$ cat src/hw/rtl/lpht_pkg.sv
// ---------------------------------------------------------------------------
// lpht_pkg
// Types, sizes, status codes and hash constants of the hash table.
// ---------------------------------------------------------------------------
package lpht_pkg;

  // Table geometry (power of two: the home slot is the low bits of the sum)
  localparam int TABLE_SIZE = 1024;
  localparam int IDX_W      = $clog2(TABLE_SIZE);
  localparam int CNT_W      = $clog2(TABLE_SIZE + 1);

  // Field widths
  localparam int KEY_W       = 54;
  localparam int DATA_W      = 32;
  localparam int HASH_W      = 32;
  localparam int STATUS_W    = 3;
  localparam int IN_TDATA_W  = 88;
  localparam int OUT_TDATA_W = 56;

  // Result status codes
  localparam logic [STATUS_W-1:0] ST_OK        = 3'd0;
  localparam logic [STATUS_W-1:0] ST_FULL      = 3'd1;
  localparam logic [STATUS_W-1:0] ST_EXISTS    = 3'd2;
  localparam logic [STATUS_W-1:0] ST_EMPTY     = 3'd3;
  localparam logic [STATUS_W-1:0] ST_NOT_FOUND = 3'd4;

  // Action codes carried in tuser
  localparam logic ACT_INSERT = 1'b0;
  localparam logic ACT_LOOKUP = 1'b1;

  // Hash mixing constants
  localparam logic [HASH_W-1:0] HASH_XOR     = 32'h0000_0010;
  localparam logic [HASH_W-1:0] HASH_MUL     = 32'd33;
  localparam logic [HASH_W-1:0] HASH_SUB_XOR = 32'd3;
  localparam int                HASH_SHIFT   = 5;

  // One table entry as held in memory
  typedef struct packed {
    logic              valid;
    logic [KEY_W-1:0]  key;
    logic [DATA_W-1:0] data;
  } entry_t;

  // Memory access request
  typedef struct packed {
    logic             we;
    logic             re;
    logic [IDX_W-1:0] addr;
  } mem_cmd_t;

  // Result item, status in the lowest bits
  typedef struct packed {
    logic [CNT_W-1:0]    entry_count;
    logic [DATA_W-1:0]   found_data;
    logic [IDX_W-1:0]    slot;
    logic [STATUS_W-1:0] status;
  } result_t;

endpackage

$ cat src/hw/rtl/lpht_hash.sv
// ---------------------------------------------------------------------------
// lpht_hash
// Multi-cycle home slot hash around one shared 32x32 multiplier, plus a multiply by HASH_MUL in the mix step.
// ---------------------------------------------------------------------------
module lpht_hash (
  input  logic                       clk,
  input  logic                       rst_n,
  input  logic                       start,
  input  logic [lpht_pkg::HASH_W-1:0] key_lo,
  output logic                       done,
  output logic [lpht_pkg::IDX_W-1:0]  home
);
  import lpht_pkg::*;

  // Step codes
  localparam logic [2:0] HS_KK  = 3'd0;
  localparam logic [2:0] HS_MIX = 3'd1;
  localparam logic [2:0] HS_SUB = 3'd2;
  localparam logic [2:0] HS_KEY = 3'd3;
  localparam logic [2:0] HS_TOP = 3'd4;
  localparam logic [2:0] HS_IDX = 3'd5;

  logic              busy_r;
  logic [2:0]        step_r;
  logic              done_r;
  logic [HASH_W-1:0] k_r;
  logic [HASH_W-1:0] kk_r;
  logic [HASH_W-1:0] h_r;
  logic [HASH_W-1:0] top_r;
  logic [IDX_W-1:0]  home_r;
  logic [HASH_W-1:0] mul_a;
  logic [HASH_W-1:0] mul_b;
  logic [HASH_W-1:0] prod;

  // Select multiplier operands for the current step
  always_comb begin
    mul_a = k_r;
    mul_b = k_r;
    case (step_r)
      HS_SUB: begin
        mul_a = h_r;
        mul_b = (k_r ^ HASH_SUB_XOR) - h_r;
      end
      HS_KEY: begin
        mul_a = h_r;
        mul_b = k_r;
      end
      HS_TOP: begin
        mul_a = h_r;
        mul_b = h_r << HASH_SHIFT;
      end
      default: begin
        mul_a = k_r;
        mul_b = k_r;
      end
    endcase
  end

  assign prod = mul_a * mul_b;

  // Sequence control
  always_ff @(posedge clk) begin
    if (!rst_n) begin
      busy_r <= 1'b0;
      step_r <= HS_KK;
      done_r <= 1'b0;
    end else begin
      done_r <= 1'b0;
      if (start) begin
        busy_r <= 1'b1;
        step_r <= HS_KK;
      end else if (busy_r) begin
        if (step_r == HS_IDX) begin
          busy_r <= 1'b0;
          done_r <= 1'b1;
        end else begin
          step_r <= step_r + 3'd1;
        end
      end
    end
  end

  // Datapath: each step's result is registered before the next step
  always_ff @(posedge clk) begin
    if (start) begin
      k_r <= key_lo;
    end else if (busy_r) begin
      case (step_r)
        HS_KK:  kk_r  <= prod;
        HS_MIX: h_r   <= ((k_r + kk_r) ^ HASH_XOR) + k_r * HASH_MUL;
        HS_SUB: h_r   <= prod;
        HS_KEY: h_r   <= prod;
        HS_TOP: top_r <= prod;
        // Low bits of the 64-bit sum; k*k low bits match the 32-bit square
        HS_IDX: home_r <= top_r[IDX_W-1:0] + kk_r[IDX_W-1:0] + h_r[IDX_W-1:0];
        default: ;
      endcase
    end
  end

  assign done = done_r;
  assign home = home_r;

endmodule

$ cat config.mk
export PLATFORM = sky130hd
export DESIGN_NAME = lpht_hash
export DESIGN_NICKNAME = d
export VERILOG_FILES = /design/src/hw/rtl/lpht_pkg.sv /design/src/hw/rtl/lpht_hash.sv
export SDC_FILE = /design/constraint.sdc
export NUM_CORES = 1
export LEC_CHECK = 0
export ABC_AREA = 1
export BUFFER_PORTS_ARGS = -buffer_cell sky130_fd_sc_hd__buf_2
export CAP_MARGIN = 30
export CORE_ASPECT_RATIO = 0.7
export CORE_MARGIN = 3
export CORE_UTILIZATION = 55
export DETAILED_ROUTE_END_ITERATION = 16
export MAX_ROUTING_LAYER = met4
export PLACE_DENSITY_LB_ADDON = 0.25
export SLEW_MARGIN = 30
export SYNTH_ARGS = -nofsm -noshare
export SYNTH_HDL_FRONTEND = slang
export SYNTH_SLANG_ARGS = --single-unit
export TNS_END_PERCENT = 30
$ cat constraint.sdc
create_clock -name clk -period 7.8 [get_ports clk]
set_input_delay 0.39 -clock clk [delete_from_list [all_inputs] [get_ports clk]]
set_output_delay 0.39 -clock clk [all_outputs]
set_load 0.01 [all_outputs]
==> summary.md, run 1 <==
| Metric | Value |
|---|---|
| Slowest-stage cell, CP | `o21ai_0` |
| Die height | `slightly above 90 um` |
| Antenna Nets Post-Route | `0` |
| Required time of the critical path | `approximately 7.9 ns` |
| First-pass DRT Iterations | `5` |
| Worst-Skew Late Latency | `roughly 0.3 ns` |
| Routability cong. | `approximately 0.94` |
| PortBufs | `23` |
| Iter 0 DRT Violations | `around 520` |
| Slowest Stage Delay on Critical Path | `0.61 ns` |
| Core area | `between 9000 and 10,000 um2` |
| Syn avg cell area | `between 8 and 9 um2` |
| WL per Instance | `about 16 um` |
| Reg area | `about 1600 um2` |
| H-Tree Depth | `2` |
| Final setup vio count | `0` |
| Switching pwr | `950 uW` |
| Top cells by area, synth | `edfxtp_1 26%, ha_1 18%, fa_1 12%, nand2_1 10%, inv_1 8.7%` |
| Post-synth top flop | `edfxtp_1` |
| Grt ovf | `0` |
| Pin count of the biggest net entering global routing | `17` |
| Total CTS buffers | `5` |
| Clock power share | `approximately 11%` |
| CTS root buf | `clkbuf_16` |
| Share of cells above drive strength 1 | `under 10%` |
| CP Buf/Inv Count | `6` |
| Vias per inst | `approximately 5.5` |
| Synth top area share | `26.0%` |
| Syn-to-layout area delta | `7.09%` |
| Post-synth EDFFs | `50` |
| Min-delay worst type | `in2reg` |
| Leak | `roughly 3.2 nW` |
| Crit Path Max Fanout | `13` |
| Area of the multi-input gates | `between 3000 and 4000 um2` |
| Cts hold-fix bufs | `0` |
| Fmax | `around 140 MHz` |
| CP top delay family | `adder cells` |
| Worst-path clk slew | `approximately 0.07 ns` |
| Int Power | `between 1 and 1.5 mW` |
| Seq/Total Area, Yosys | `27.7%` |
| Post-layout min period | `slightly above 7 ns` |
| Final std cells w/o fill | `855` |
| Setup TNS | `0 ns` |
| Run status | `completed` |
| Post-Route Utilization | `between 60% and 70%` |
| Ys Warns | `0` |
| Post-CTS Setup Bufs | `0` |
| Clk sinks | `55` |
| Net count after synthesis | `about 850` |
| Max-slew violation count | `0` |
| Number of distinct library cells after synthesis | `35` |
| Asr flop ratio synth | `0%` |
| Mapped cell area | `slightly below 6000 um2` |
| Worst EP arrival | `around 7.2 ns` |
| Final hold violations | `0` |
| Dpl hpwl | `approximately 12 mm` |
| Pwr Density | `about 320 nW/um2` |
| Worst VDD drop | `approximately 0.37 mV` |
| CP most frequent cell | `ha_1` |
| Final net count | `880` |
| Slew headroom | `46.4%` |
| # IOs | `46` |
| Placed cell count | `~850` |
| Rows | `30` |
| Die W | `approximately 130 um` |
| Via count | `approximately 4.7k` |
| Maximum root-to-sink buffer count | `2` |
| # Max-Cap Violations | `0` |
| DRC viols | `0` |
| Initial core utilization | `between 50% and 60%` |
| Reg power frac | `23.1%` |
| Vias in the first global route | `around 4.5k` |
| Worst-Margin Slew | `0.801 ns` |
| CTS resizes | `0` |
| Final period util | `approximately nine tenths` |
| Seq cells post-synth | `55` |
| Global-route wire length before repair | `23.2 mm` |
| Final wirelength | `around 14 mm` |
| Die area | `around 12,000 um2` |
| # diodes | `0` |
| Setup crit end kind | `flip-flop` |
| Combinational power share | `about two thirds` |
| Fillers | `869` |
| Post-synthesis cell count | `between 600 and 700` |
| Worst setup path class | `reg2reg` |
| Leading area contributor after synthesis | `edfxtp_1` |
| Antenna violations before repair | `0` |
| Sw Ratio | `~47%` |
| CTS tree | `done` |
| GRT Total Usage | `roughly a quarter` |
| Clock skew | `approximately 0.008 ns` |
| Unrepaired setup endpoints after global routing | `false` |
| Startpoint Class | `flip-flop` |
per-layer routing:
layer | global-route usage [%] | up-vias | wire length, um
li1 | - | 2290 | -
met1 | 38.0 | 2157 | 6590
met2 | 37.2 | 205 | 5770
met3 | 6.34 | 21 | 1360
met4 | 5.24 | 0 | 244
met5 | - | - | 0
cells by family (layout without fill, tap and decap cells):
| kind of cell | after synthesis | after routing | synth area share [%] |
|---|---|---|---|
| xor gates and xnor gates | 37 | 37 | 5.60 |
| and+or+nand+nor | 280 | 280 | 20.6 |
| DFF | 55 | 55 | 27.7 |
| buffers and inverters | 141 | 171 | 9.43 |
| adders and majority gates | 119 | 119 | 30.3 |
| AOI/OAI and AO/OA | 65 | 65 | 6.42 |
cell type report:
| cell class | count | share of cell area (%) |
|---|---|---|
| clock inverter | 1 | 0.121 |
| timing repair buffer | 25 | 2.10 |
| sequential | 55 | 25.8 |
| clock buffer | 7 | 2.14 |
| tap | 128 | 2.58 |
| inverter | 138 | 8.36 |
| multi-input combinational | 501 | 58.8 |
synthesized netlist by cell type (11+ instances only):
cell type and number:
nand2_1 157, xnor2_1 11, a21oi_1 27, edfxtp_1 50, xor2_1 26, nand3_1 44
ha_1 84, inv_1 134, nor2_1 54, fa_1 35, o21ai_0 18
worst register-to-register path, delay by kind of cell, from the launching register on:
family                     cells  cell delay [ns]
and+or+nand+nor               11             1.55
AOI/OAI and AO/OA              2             0.69
buffers and inverters          6             0.46
adders and majority gates     10             3.82
DFF                            1             0.34
placed cells by master (no fill, tap or decap), types with 2 or more instances in the layout:
cell,instances
nand2_1,157
inv_1,134
ha_1,84
nor2_1,51
edfxtp_1,50
nand3_1,44
fa_1,35
a21oi_1,27
xor2_1,26
buf_2,23
o21ai_0,18
xnor2_1,11
or2_2,5
o21ai_2,5
dfxtp_1,5
clkbuf_16,5
inv_2,4
nand2_2,4
nand3b_1,4
o21bai_1,3
nand4_1,3
o22ai_1,3
nor2_2,3
or2_1,2
o21ai_1,2
nor3_1,2
a21o_1,2
a31oi_1,2
clkbuf_1,2
buf_4,2
power by group through the flow:
stage                     Clock (mW)  Sequential, mW  Combinational [mW]
after detailed placement           0           0.468                1.29
after global routing           0.235           0.465                1.50
after floorplan                    0           0.458               0.945
after CTS                      0.224           0.462                1.30
after global placement             0           0.468                1.24
final                          0.222           0.463                1.32
sequential cells by signal, summed over array words and instances, names as in the netlist:
name    cells
h_r        10
top_r      10
done        1
step_r      3
kk_r       10
home       10
k_r        10
busy_r      1
through the flow:
step	setup WS, ns	total power [mW]	hold WS, ns	cell area (um2)
floorplan	1.52	1.40	0.471	5790
global placement	0.809	1.71	0.489	6050
detailed placement	0.798	1.76	0.501	6050
CTS	0.770	1.99	0.258	6190
global route	0.272	2.20	0.258	6200
finish	0.693	2.00	0.263	6200
path summary, 6_finish.rpt:
kind              slack, ns  cells after the start      start         to
setup reg to reg       0.69                     29  step_r[0]   top_r[9]
hold reg to reg        0.52                      2     busy_r  step_r[2]
hold / removal         0.26                      1  key_lo[2]     k_r[2]
setup / recovery       0.69                     29  step_r[0]   top_r[9]
No activity file was read; power rests on OpenSTA's default activity.
==> run 2: changes to the inputs <==
- CELL_PAD_IN_SITES_DETAIL_PLACEMENT: unset -> 1
- CELL_PAD_IN_SITES_GLOBAL_PLACEMENT: unset -> 2
- CORE_ASPECT_RATIO: 0.7 -> unset
- CORE_UTILIZATION: 55 -> 38
==> summary.md, run 2 (synthesis results as in run 1) <==
| Metric | Value |
|---|---|
| Run status | `completed` |
| WL per Instance | `17.6 um (+7.7%)` |
| Pwr Density | `320 nW/um2 (-1.1%)` |
| Syn-to-layout area delta | `8.72%` |
| Required time of the critical path | `7.86 ns (about the same)` |
| Antenna violations before repair | `0 (unchanged)` |
| Dpl cell area | `6140 um2 (+1.5%)` |
| Core area | `14,700 um2 (+47%)` |
| H-Tree Depth | `2 (unchanged)` |
| Final net count | `883 (+0.34%)` |
| Iter 0 DRT Violations | `171 (-67%)` |
| Fmax | `142 MHz (+1.2%)` |
| Setup crit end kind | `flip-flop` |
| Most frequent cells in the layout | `157 x nand2_1, 134 x inv_1, 84 x ha_1` |
| Final period util | `90.0% (-1.1 points)` |
| Crit Path Max Fanout | `4 (-9)` |
| CTS root buf | `clkbuf_16` |
| PortBufs | `23 (unchanged)` |
| Startpoint Class | `flip-flop` |
| Total CTS buffers | `5 (unchanged)` |
| Post-Route Utilization | `42.8% (-19 points)` |
| Die height | `129 um (+41%)` |
| Die area | `16,700 um2 (+42%)` |
| DRC viols | `0 (unchanged)` |
| Slew headroom | `34.0% (-12 points)` |
| CP top delay family | `adder cells` |
| Worst-Skew Late Latency | `0.31 ns (about the same)` |
| Antenna Nets Post-Route | `0 (unchanged)` |
| Cts hold-fix bufs | `0 (unchanged)` |
| Pwr Total | `2.01 mW (+0.36%)` |
| Area of the multi-input gates | `3650 um2 (unchanged)` |
| Clk sinks | `55 (unchanged)` |
| Worst-path clk slew | `0.07 ns (about the same)` |
| Final wirelength | `16.1 mm (+15%)` |
| Share of cells above drive strength 1 | `8.08% (+0.52 points)` |
| Clock skew | `0.00707 ns (-0.000871 ns)` |
| Final hold violations | `0 (unchanged)` |
| Slowest Stage Delay on Critical Path | `0.58 ns (-0.03 ns)` |
| Worst EP arrival | `7.08 ns (-0.09 ns)` |
| Die W | `129 um (+0.63%)` |
| Vias in the first global route | `5,168 (+14%)` |
| Via count | `4,627 (-0.98%)` |
| Global-route wire length before repair | `26.5 mm (+14%)` |
| Maximum root-to-sink buffer count | `2 (unchanged)` |
| # Max-Cap Violations | `0 (unchanged)` |
| Final std cells w/o fill | `914 (+6.9%)` |
| Max-slew violation count | `0 (unchanged)` |
| Leak | `3.25 nW (+0.53%)` |
| Fillers | `1,808 (+110%)` |
| Pin count of the biggest net entering global routing | `17 (unchanged)` |
| Slowest-stage cell, CP | `fa_1` |
| Unrepaired setup endpoints after global routing | `false` |
| Setup TNS | `0 ns (unchanged)` |
| # IOs | `46 (unchanged)` |
| Vias per inst | `5.06 (-7.4%)` |
| Final instance area | `6290 um2 (+1.5%)` |
| Rows | `44 (+47%)` |
| Worst VDD drop | `0.250 mV (-32%)` |
| Worst-Margin Slew | `0.980 ns (+0.178 ns)` |
| Min-delay worst type | `in2reg` |
| Reg area | `1600 um2 (unchanged)` |
| Commonest non-fill, non-tap cell in the layout | `nand2_1` |
| First-pass DRT Iterations | `4 (-1)` |
| CP Buf/Inv Count | `6 (unchanged)` |
| Dpl hpwl | `13.7 mm (+18%)` |
| Routability cong. | `0.889 (-5.7%)` |
| Final setup vio count | `0 (unchanged)` |
| # diodes | `0 (unchanged)` |
| Post-CTS Setup Bufs | `0 (unchanged)` |
| GRT Total Usage | `21.3% (-4.8 points)` |
| CTS resizes | `0 (unchanged)` |
| CTS tree | `done` |
| Initial core utilization | `39.4% (-19 points)` |
| Grt ovf | `0 (unchanged)` |
| Worst setup path class | `reg2reg` |
| Post-layout min period | `7.02 ns (-0.0873 ns)` |
| Placed cell count | `906 (+7.0%)` |
| CP most frequent cell | `nand2_1` |
run 2: changes by cell type in the layout (fill, tap and decap cells not counted):
| cell | delta |
|---|---|
| buf_4 | +3 |
| clkbuf_1 | -1 |
| clkinv_2 | +1 |
run 2: final cells by class:
type	count	area share (%)
clock buffer	6	2.05
clock inverter	2	0.199
inverter	138	8.24
multi-input combinational	501	58.0
sequential	55	25.5
tap	184	3.66
timing repair buffer	28	2.43
run 2: stage by stage:
step	hold slack [ns]	setup WS, ns
6_report	0.255	0.780
5_1_grt	0.254	0.363
4_1_cts	0.248	0.716
3_5_place_dp	0.511	0.754
3_3_place_gp	0.495	0.839
2_1_floorplan	0.471	1.52
run 2: worst register-to-register path, delay by kind of cell, from the launching register on:
kind | cells | cell delay (ns)
DFF | 1 | 0.45
adders and majority gates | 11 | 4.09
buffers and inverters | 6 | 0.52
AOI/OAI and AO/OA | 1 | 0.08
and+or+nand+nor | 14 | 1.63
run 2: path summary, 6_finish.rpt:
check	startpoint	endpoint	slack, ns	cells after the start
max	k_r[0]	kk_r[9]	0.78	32
min	key_lo[8]	k_r[8]	0.26	1
max reg2reg	k_r[0]	kk_r[9]	0.78	32
min reg2reg	busy_r	step_r[2]	0.52	2
run 2: power breakdown:
part           switching (mW)  internal, mW  leakage (nW)  total (mW)
sequential             0.0288         0.435         0.501       0.464
combinational           0.818         0.504          2.68        1.32
clock                   0.106         0.119        0.0669       0.225
run 2: routing by layer:
layer | track usage, % | wire length [um] | share of wire, % | vias to the layer above
li1 | - | - | - | 2290
met1 | 27.8 | 7390 | 46 | 2237
met2 | 34.8 | 7550 | 47 | 82
met3 | 2.51 | 766 | 4.8 | 18
met4 | 6.36 | 374 | 2.3 | 0
met5 | - | 0 | 0 | -
==> run 3: changes to the inputs <==
- CORE_UTILIZATION: 38 -> 34
- clock period: 7.8 -> 5.9 ns (I/O delays scaled with it)
==> summary.md, run 3 (synthesis results as in run 1) <==
| Metric | Value |
|---|---|
| Run status | `finished with violations` |
| Violations in the final reports | `setup timing` |
| Syn-to-layout area delta | `25.9%` |
| Antenna violations before repair | `0 (unchanged)` |
| # Max-Cap Violations | `0 (unchanged)` |
| Maximum root-to-sink buffer count | `2 (unchanged)` |
| CTS tree | `done` |
| Die W | `136 um (+5.5%)` |
| Final std cells w/o fill | `1,033 (+13%)` |
| Cts hold-fix bufs | `0 (unchanged)` |
| Setup crit end kind | `flip-flop` |
| Global-route wire length before repair | `28.8 mm (+8.7%)` |
| Post-layout min period | `5.90 ns (-1.12 ns)` |
| Crit Path Max Fanout | `3 (-1)` |
| Slew headroom | `47.8% (+14 points)` |
| Required time of the critical path | `5.97 ns (-1.89 ns)` |
| Clk sinks | `55 (unchanged)` |
| Dpl hpwl | `15.6 mm (+14%)` |
| # diodes | `0 (unchanged)` |
| GRT Total Usage | `21.1% (-0.16 points)` |
| Final hold violations | `0 (unchanged)` |
| Worst-Skew Late Latency | `0.31 ns (about the same)` |
| Worst VDD drop | `0.204 mV (-19%)` |
| Final instance area | `7290 um2 (+16%)` |
| # IOs | `46 (unchanged)` |
| PortBufs | `23 (unchanged)` |
| Setup TNS | `-0.00933 ns (-0.00933 ns)` |
| Unrepaired setup endpoints after global routing | `true` |
| Share of cells above drive strength 1 | `25.7% (+18 points)` |
| Final setup vio count | `2 (+2)` |
| Commonest non-fill, non-tap cell in the layout | `nand2_1` |
| Worst Slack Setup Final | `-0.00478 ns (-0.785 ns)` |
| Worst EP arrival | `5.97 ns (-1.11 ns)` |
| Via count | `4,945 (+6.9%)` |
| Rows | `47 (+6.8%)` |
| Placed cell count | `1,014 (+12%)` |
| DRC viols | `0 (unchanged)` |
| Fmax | `169 MHz (+19%)` |
| Antenna Nets Post-Route | `0 (unchanged)` |
| Routability cong. | `0.880 (-1.1%)` |
| First-pass DRT Iterations | `4 (unchanged)` |
| Final net count | `966 (+9.4%)` |
| Total CTS buffers | `5 (unchanged)` |
| Pin count of the biggest net entering global routing | `19 (+2)` |
| Pwr Total | `3.26 mW (+62%)` |
| Slowest-stage cell, CP | `fa_1` |
| Most frequent cells in the layout | `143 x nand2_1, 121 x inv_1, 87 x buf_4` |
| Max-slew violation count | `0 (unchanged)` |
| Initial core utilization | `34.8% (-4.6 points)` |
| Vias per inst | `4.79 (-5.4%)` |
| Min-delay worst type | `in2reg` |
| CP Buf/Inv Count | `6 (unchanged)` |
| Worst-path clk slew | `0.08 ns (about the same)` |
| H-Tree Depth | `2 (unchanged)` |
| Dpl cell area | `6820 um2 (+11%)` |
| CTS root buf | `clkbuf_16` |
| Final wirelength | `18.3 mm (+14%)` |
| Slowest Stage Delay on Critical Path | `0.54 ns (-0.04 ns)` |
| Vias in the first global route | `5,406 (+4.6%)` |
| Die area | `18,600 um2 (+11%)` |
| Clock skew | `0.00853 ns (+0.00146 ns)` |
| Die height | `136 um (+5.5%)` |
| Grt ovf | `0 (unchanged)` |
| Startpoint Class | `flip-flop` |
| CP most frequent cell | `nand2_2` |
| Leak | `3.67 nW (+13%)` |
| Final hold slack | `0.159 ns (-0.0959 ns)` |
| Pwr Density | `448 nW/um2 (+40%)` |
| Final period util | `100% (+10 points)` |
| Worst-Margin Slew | `0.782 ns (-0.198 ns)` |
| CP top delay family | `adder cells` |
| Core area | `16,600 um2 (+13%)` |
| WL per Instance | `17.7 um (+0.55%)` |
| Iter 0 DRT Violations | `207 (+21%)` |
| Worst setup path class | `reg2reg` |
run 3: cell count changes in the layout (fill, tap and decap cells not counted), moves of 6 or more:
cell,delta
nand3_2,+9
nand3_1,-10
ha_1,-13
inv_1,-13
buf_4,+82
nor2_2,+6
nand2_1,-14
nor2_1,-7
inv_2,+12
nand2_2,+13
ha_4,+10
run 3: routing by layer:
metal | wire length, um | up-vias | GRT usage, %
met5 | 0 | - | -
met4 | 295 | 0 | 4.14
met3 | 567 | 16 | 2.48
met2 | 8980 | 44 | 35.3
met1 | 8430 | 2427 | 27.8
li1 | - | 2458 | -
run 3: where the power goes:
group	total, mW	switching (mW)	leakage (nW)	internal [mW]
clock	0.336	0.150	0.0826	0.186
combinational	2.32	1.29	3.08	1.04
sequential	0.603	0.0286	0.502	0.575
total	3.26	1.46	3.67	1.80
run 3: area by class of cell:
type,count,area [um2]
clock buffer,6,150
clock inverter,2,17.5
fill,2000,9360
inverter,138,520
multi-input combinational,501,3930
sequential,55,1600
tap,220,275
timing repair buffer,111,788
run 3: final timing paths:
kind	startpoint	endpoint	slack [ns]	cells after the start
setup reg to reg	h_r[0]	top_r[9]	-0.005	32
hold reg to reg	busy_r	step_r[2]	0.52	2
setup / recovery	h_r[0]	top_r[9]	-0.005	32
hold / removal	key_lo[9]	k_r[9]	0.16	1
run 3: per-stage QoR:
stage,setup WS (ns),util (%)
3_3_place_gp,-0.238,40.9
6_report,-0.00478,43.8
2_1_floorplan,0.0178,-
3_5_place_dp,-0.338,41.0
4_1_cts,-0.172,42.8
5_1_grt,-0.224,43.8
run 3: timing repair:
| item | in CTS | in global routing |
|---|---|---|
| setup buffers | 7 | 4 |
| gates resized for setup | 32 | 29 |
| endpoints found under the setup margin | 3 | 4 |
| endpoints found under the hold margin | 0 | 0 |
| pin swaps | 27 | 23 |
